File: src/rtl/bnsc_pkg.sv
// shared types and constants of the image scaler
`default_nettype none
package bnsc_pkg;

  localparam int COORD_W    = 12;
  localparam int CHAN_W     = 8;
  localparam int SIZE_REG_W = 10;
  localparam int STEP_W     = 26;
  localparam int INDEX_W    = 3;

  typedef enum logic {
    OP_STORE   = 1'b0,
    OP_COMPUTE = 1'b1
  } opcode_t;

  typedef enum logic {
    MODE_NEAREST  = 1'b0,
    MODE_BILINEAR = 1'b1
  } mode_t;

  typedef enum logic [INDEX_W-1:0] {
    REG_SCALE_MODE    = 3'd0,
    REG_SOURCE_WIDTH  = 3'd1,
    REG_SOURCE_HEIGHT = 3'd2,
    REG_X_STEP        = 3'd3,
    REG_Y_STEP        = 3'd4
  } reg_index_t;

  typedef struct packed {
    opcode_t             opcode;
    logic [COORD_W-1:0]  column;
    logic [COORD_W-1:0]  row;
    logic [CHAN_W-1:0]   red_in;
    logic [CHAN_W-1:0]   green_in;
    logic [CHAN_W-1:0]   blue_in;
  } in_t;

  typedef struct packed {
    logic [COORD_W-1:0]  out_column;
    logic [COORD_W-1:0]  out_row;
    logic [CHAN_W-1:0]   red_out;
    logic [CHAN_W-1:0]   green_out;
    logic [CHAN_W-1:0]   blue_out;
  } out_t;

  typedef struct packed {
    logic [CHAN_W-1:0] red;
    logic [CHAN_W-1:0] green;
    logic [CHAN_W-1:0] blue;
  } pixel_t;

  typedef struct packed {
    mode_t                 scale_mode;
    logic [SIZE_REG_W-1:0] source_width;
    logic [SIZE_REG_W-1:0] source_height;
    logic [STEP_W-1:0]     x_step;
    logic [STEP_W-1:0]     y_step;
  } cfg_t;

  // bank parity of each neighbour column and row
  typedef struct packed {
    logic xb0;
    logic xb1;
    logic yb0;
    logic yb1;
  } nb_sel_t;

endpackage
`default_nettype wire

File: src/rtl/bnsc_map.sv
// coordinate mapping: step multiply, source position, index clamp
`default_nettype none
module bnsc_map #(
  parameter int MAX_SRC_WIDTH  = 512,
  parameter int MAX_SRC_HEIGHT = 512,
  parameter int FRAC_BITS      = 16,
  localparam int XW = $clog2(MAX_SRC_WIDTH),
  localparam int YW = $clog2(MAX_SRC_HEIGHT)
) (
  input  wire logic             clk,
  input  wire logic             rst,
  input  wire logic             en,
  input  wire logic             item_valid,
  input  wire bnsc_pkg::in_t    item,
  input  wire bnsc_pkg::cfg_t   cfg,
  output logic                  b_valid,
  output bnsc_pkg::in_t         b_item,
  output logic [XW-1:0]         b_x0,
  output logic [XW-1:0]         b_x1,
  output logic [YW-1:0]         b_y0,
  output logic [YW-1:0]         b_y1,
  output logic [FRAC_BITS-1:0]  b_u,
  output logic [FRAC_BITS-1:0]  b_v
);

  localparam int MW  = bnsc_pkg::COORD_W + 1;
  localparam int PW  = MW + bnsc_pkg::STEP_W;
  localparam int IXW = PW - FRAC_BITS;
  localparam int SWW = $clog2(MAX_SRC_WIDTH + 1);
  localparam int SHW = $clog2(MAX_SRC_HEIGHT + 1);
  localparam int EWX = (SWW > bnsc_pkg::SIZE_REG_W) ? SWW : bnsc_pkg::SIZE_REG_W;
  localparam int EWY = (SHW > bnsc_pkg::SIZE_REG_W) ? SHW : bnsc_pkg::SIZE_REG_W;

  logic            bil;
  logic [MW-1:0]   mc_x, mc_y;
  logic            a_valid;
  bnsc_pkg::in_t   a_item;
  logic [PW-1:0]   a_px, a_py;
  logic [PW-1:0]   one_p, pos_x, pos_y;
  logic [EWX-1:0]  w_ext;
  logic [EWY-1:0]  h_ext;
  logic [SWW-1:0]  w_eff, w_last;
  logic [SHW-1:0]  h_eff, h_last;
  logic [IXW-1:0]  ix, iy;
  logic [XW-1:0]   x0_next, x1_next;
  logic [YW-1:0]   y0_next, y1_next;

  assign bil = (cfg.scale_mode == bnsc_pkg::MODE_BILINEAR);

  // multiplier operand: 2c+1 for bilinear, c for nearest
  always_comb begin
    if (bil) begin
      mc_x = {item.column, 1'b1};
      mc_y = {item.row, 1'b1};
    end else begin
      mc_x = {1'b0, item.column};
      mc_y = {1'b0, item.row};
    end
  end

  // stage a: step products
  always_ff @(posedge clk) begin
    if (rst) begin
      a_valid <= 1'b0;
    end else if (en) begin
      a_valid <= item_valid;
    end
  end

  always_ff @(posedge clk) begin
    if (en) begin
      a_item <= item;
      a_px   <= PW'(mc_x) * PW'(cfg.x_step);
      a_py   <= PW'(mc_y) * PW'(cfg.y_step);
    end
  end

  // effective source size and source position
  always_comb begin
    w_ext = EWX'(cfg.source_width);
    h_ext = EWY'(cfg.source_height);
    if (cfg.source_width == '0) begin
      w_eff = SWW'(1);
    end else if (w_ext > EWX'(MAX_SRC_WIDTH)) begin
      w_eff = SWW'(MAX_SRC_WIDTH);
    end else begin
      w_eff = SWW'(w_ext);
    end
    if (cfg.source_height == '0) begin
      h_eff = SHW'(1);
    end else if (h_ext > EWY'(MAX_SRC_HEIGHT)) begin
      h_eff = SHW'(MAX_SRC_HEIGHT);
    end else begin
      h_eff = SHW'(h_ext);
    end
    w_last = w_eff - SWW'(1);
    h_last = h_eff - SHW'(1);

    one_p = PW'(1) << FRAC_BITS;
    if (bil) begin
      pos_x = (a_px < one_p) ? '0 : ((a_px - one_p) >> 1);
      pos_y = (a_py < one_p) ? '0 : ((a_py - one_p) >> 1);
    end else begin
      pos_x = a_px;
      pos_y = a_py;
    end
    ix = IXW'(pos_x >> FRAC_BITS);
    iy = IXW'(pos_y >> FRAC_BITS);

    // clamp both neighbours to the last source column and row
    x0_next = (ix >= IXW'(w_eff)) ? XW'(w_last) : XW'(ix);
    y0_next = (iy >= IXW'(h_eff)) ? YW'(h_last) : YW'(iy);
    if (bil && (({1'b0, ix} + (IXW+1)'(1)) < (IXW+1)'(w_eff))) begin
      x1_next = XW'(ix + IXW'(1));
    end else if (bil) begin
      x1_next = XW'(w_last);
    end else begin
      x1_next = x0_next;
    end
    if (bil && (({1'b0, iy} + (IXW+1)'(1)) < (IXW+1)'(h_eff))) begin
      y1_next = YW'(iy + IXW'(1));
    end else if (bil) begin
      y1_next = YW'(h_last);
    end else begin
      y1_next = y0_next;
    end
  end

  // stage b: clamped indices and fractions
  always_ff @(posedge clk) begin
    if (rst) begin
      b_valid <= 1'b0;
    end else if (en) begin
      b_valid <= a_valid;
    end
  end

  always_ff @(posedge clk) begin
    if (en) begin
      b_item <= a_item;
      b_x0   <= x0_next;
      b_x1   <= x1_next;
      b_y0   <= y0_next;
      b_y1   <= y1_next;
      b_u    <= bil ? pos_x[FRAC_BITS-1:0] : '0;
      b_v    <= bil ? pos_y[FRAC_BITS-1:0] : '0;
    end
  end

  // checks
  a_nearest_single: assert property (@(posedge clk) disable iff (rst)
    a_valid && en && (cfg.scale_mode == bnsc_pkg::MODE_NEAREST)
    |=> (b_x1 == b_x0) && (b_y1 == b_y0) && (b_u == '0) && (b_v == '0))
    else $error("nearest item carries a second neighbour or a fraction");

  a_adjacent: assert property (@(posedge clk) disable iff (rst)
    b_valid |-> ((b_x1 == b_x0) || (b_x1 == XW'(b_x0 + XW'(1))))
             && ((b_y1 == b_y0) || (b_y1 == YW'(b_y0 + YW'(1)))))
    else $error("neighbour indices not adjacent");

  a_advance: assert property (@(posedge clk) disable iff (rst)
    a_valid && en |=> b_valid)
    else $error("item lost between mapping stages");

endmodule
`default_nettype wire

File: config.mk
export PLATFORM = sky130hd
export DESIGN_NAME = bnsc_map
export DESIGN_NICKNAME = d
export VERILOG_FILES = /design/src/rtl/bnsc_pkg.sv /design/src/rtl/bnsc_map.sv
export SDC_FILE = /design/constraint.sdc
export NUM_CORES = 2
export LEC_CHECK = 0
export ABC_AREA = 1
export BUFFER_PORTS_ARGS = -buffer_cell sky130_fd_sc_hd__buf_2
export CAP_MARGIN = 10
export CORE_MARGIN = 2
export CORE_UTILIZATION = 39
export DETAILED_ROUTE_END_ITERATION = 10
export HOLD_SLACK_MARGIN = 0.12
export PLACE_DENSITY = 0.61
export SYNTH_ARGS = -nofsm -noshare
export SYNTH_HDL_FRONTEND = slang
export SYNTH_SLANG_ARGS = --single-unit
export TNS_END_PERCENT = 50
File: constraint.sdc
create_clock -name clk -period 22.4 [get_ports clk]
set_clock_uncertainty 0.2 [all_clocks]
set_input_delay 6.72 -clock clk [delete_from_list [all_inputs] [get_ports clk]]
set_output_delay 6.72 -clock clk [all_outputs]
set_load 0.01 [all_outputs]
==> flow_summary_export.csv <==
group,metric,value,unit
routing,vias,27300,
setup_path,worst_path_dominant_cell_family,"adder cells",
layout,mostFrequentLayoutCells,"nand2_1, inv_1, fa_1",
die,core,88200,µm²
cts,cts.repair.resized,0,
grt,grt_pass1_vias,28600,
die,start_util,0.393,
timing,rsz0062_at_grt,"false",
routing,drtIter0Drc,1817,
setup_path,critPathSlowestCell,"buf_4",
synthesis,ys_async_sr_fraction,0,
synthesis,synthCells,4186,
setup_path,crit_buf_inv,5,
synthesis,synth_ff_type,"edfxtp_1",
timing,finalCritPeriodShare,0.619,
setup_path,critPathKind,"in2reg",
grt,grt_max_degree,115,
grt,antenna_found_initial,7,
place,hpwl,77.1,mm
setup_path,arrival,14.03,ns
grt,grt_util_all_layers,0.212,
setup_path,path_max_fanout,71,
synthesis,syn-num-nets,5054,
status,status,"complete, no violations",
setup_path,cp.required,22.56,ns
die,die_area,91200,µm²
cts,post_cts_buffers,0,
die,die_h,302,µm
synthesis,synth-seq-area-share,0.211,
place,port_buffers,243,
cts,numCtsBuffers,31,
cts,clk_path_buf_depth,3,
timing,max_slew_margin,0.192,
routing,ant_nets,0,
synthesis,syn_area_per_cell,8.28,µm²
cts,cts-root-buf,"clkbuf_16",
setup_path,startpoint_type,"input pin",
layout,synthToLayoutAreaGrowth,9.58,%
die,die_x,302,µm
die,placementRows,109,
flow_run,timing.max_cap.violations,0,
setup_path,cp-end-kind,"flip-flop",
grt,grt_pass1_wl,153,mm
routing,wire_per_inst,17.0,µm
cts,htreeDepth,1,
die,ios,244,
routing,drc,0,
layout,antenna_cells,0,
setup_path,crit_path_frequent_cell,"nand2_1",
setup_path,slowest_delay,0.69,ns
timing,fin_setup_tns,0,ns
synthesis,ys_warn_count,0,
synthesis,syn_area,34600,µm²
timing,hold_viol_final,0,
cts,clkTransAtPathRegs,0.06,ns
layout,layout_commonest_cell,"nand2_1",
timing,slew_viol_final,0,
cts,clk-insertion-delay-late,0.60,ns
min_path,hold_class,"reg2reg",
cts,cts_hold_buf,0,
timing,period_needed,13.87,ns
grt,overflow,0,
timing,setup_violations,0,
layout,drive_gt1_frac,0.102,
place,gp_congestion,0.926,
synthesis,synth_cell_types,55,
synthesis,synth_edf_count,242,
timing,worst_slew_pin_slew,1.21,ns
routing,vias_per_cell,4.92,
timing,fmax,72.1,MHz
synthesis,ys_ff_latch,244,
cts,cts_tree,"done",
routing,routed_wl,94.4,mm
layout,nets,5227,
cts,cts_sinks,244,
routing,dr.pass1.iters,7,
==> cell type report <==
cell class,count,area [µm²]
Multi-Input combinational cell,2890,23300
Timing Repair Buffer,256,1330
Sequential cell,244,7310
Inverter,936,3510
Clock inverter,22,233
Tap cell,1165,1460
Clock buffer,36,795
Fill cell,8942,50300
==> metal layers <==
layer  share of wire  vias to the layer above  track usage  routed length, µm
met1            0.42                    13300        0.269              40000
met4           0.025                       14       0.0523               2340
met5         0.00096                        -            0                 91
met3           0.069                      167       0.0428               6560
met2            0.48                      842        0.369              45400
li1                -                    13000            -                  -
==> path summary, 6_finish.rpt <==
| check | from | end | slack (ns) | cells past startpoint |
|---|---|---|---|---|
| hold / removal | a_item[0]$_DFFE_PP_ | b_item[0]$_DFFE_PP_ | 0.22 | 0 |
| setup / recovery | cfg[72] | a_px[32]$_DFFE_PP_ | 8.53 | 27 |
| hold reg to reg | a_item[0]$_DFFE_PP_ | b_item[0]$_DFFE_PP_ | 0.22 | 0 |
| setup reg to reg | a_py[24]$_DFFE_PP_ | b_y1[7]$_DFFE_PP_ | 17.49 | 26 |
==> cells by family (layout without fill, tap and decap cells) <==
| kind of cell | after synthesis | in the layout | synth area share |
|---|---|---|---|
| DFF | 244 | 244 | 0.211 |
| xor gates and xnor gates | 98 | 98 | 0.0248 |
| AOI/OAI and AO/OA | 259 | 259 | 0.0454 |
| adders and majority gates | 742 | 742 | 0.382 |
| buffers and inverters | 1052 | 1250 | 0.116 |
| and+or+nand+nor | 1791 | 1791 | 0.221 |
==> Yosys cell counts (all sizes together) (8+ instances only) <==
master	n	area, µm²
nand2	989	3870
inv	929	3490
nor2	559	2360
fa	528	10600
edfxtp	242	7270
ha	214	2680
nand3	155	868
a21oi	99	518
o21ai	96	514
xor2	70	613
clkbuf	62	233
buf	54	260
nand4	31	194
xnor2	28	245
and2	18	113
nor3	15	91.3
o21bai	15	169
a31oi	8	50.1
nand3b	8	60.1
nor4	8	50.1
o211ai	8	60.1
or2	8	50.1
==> registers in the layout, indices dropped and copies added (netlist names) <==
signal and count:
a_item 49, a_px 38, a_py 38, a_valid 1
b_item 49, b_u 16, b_v 16, b_valid 1
b_x0 9, b_x1 9, b_y0 9, b_y1 9
==> metrics by stage <==
stage	setup WS [ns]	instance area, µm²	instances	utilization	hold WS (ns)
floorplan	8.93	34600	4186	-	0.200
global placement	8.15	36900	5491	0.419	0.201
detailed placement	8.04	36900	5491	0.419	0.205
CTS	8.67	38000	5549	0.430	0.212
global route	8.12	38000	5549	0.430	0.220
finish	8.53	38000	5549	0.430	0.215
==> worst register-to-register path, delay by kind of cell (launching register included) <==
family / cells / cell delay (ns)
AOI/OAI and AO/OA: 3 / 0.51
xor gates and xnor gates: 1 / 0.18
adders and majority gates: 2 / 0.51
buffers and inverters: 3 / 0.25
DFF: 1 / 0.43
and+or+nand+nor: 17 / 2.68
Power is left out: the tool's default activity adds up to more than one toggle a clock period on the data nets, which glitch-free logic cannot reach.
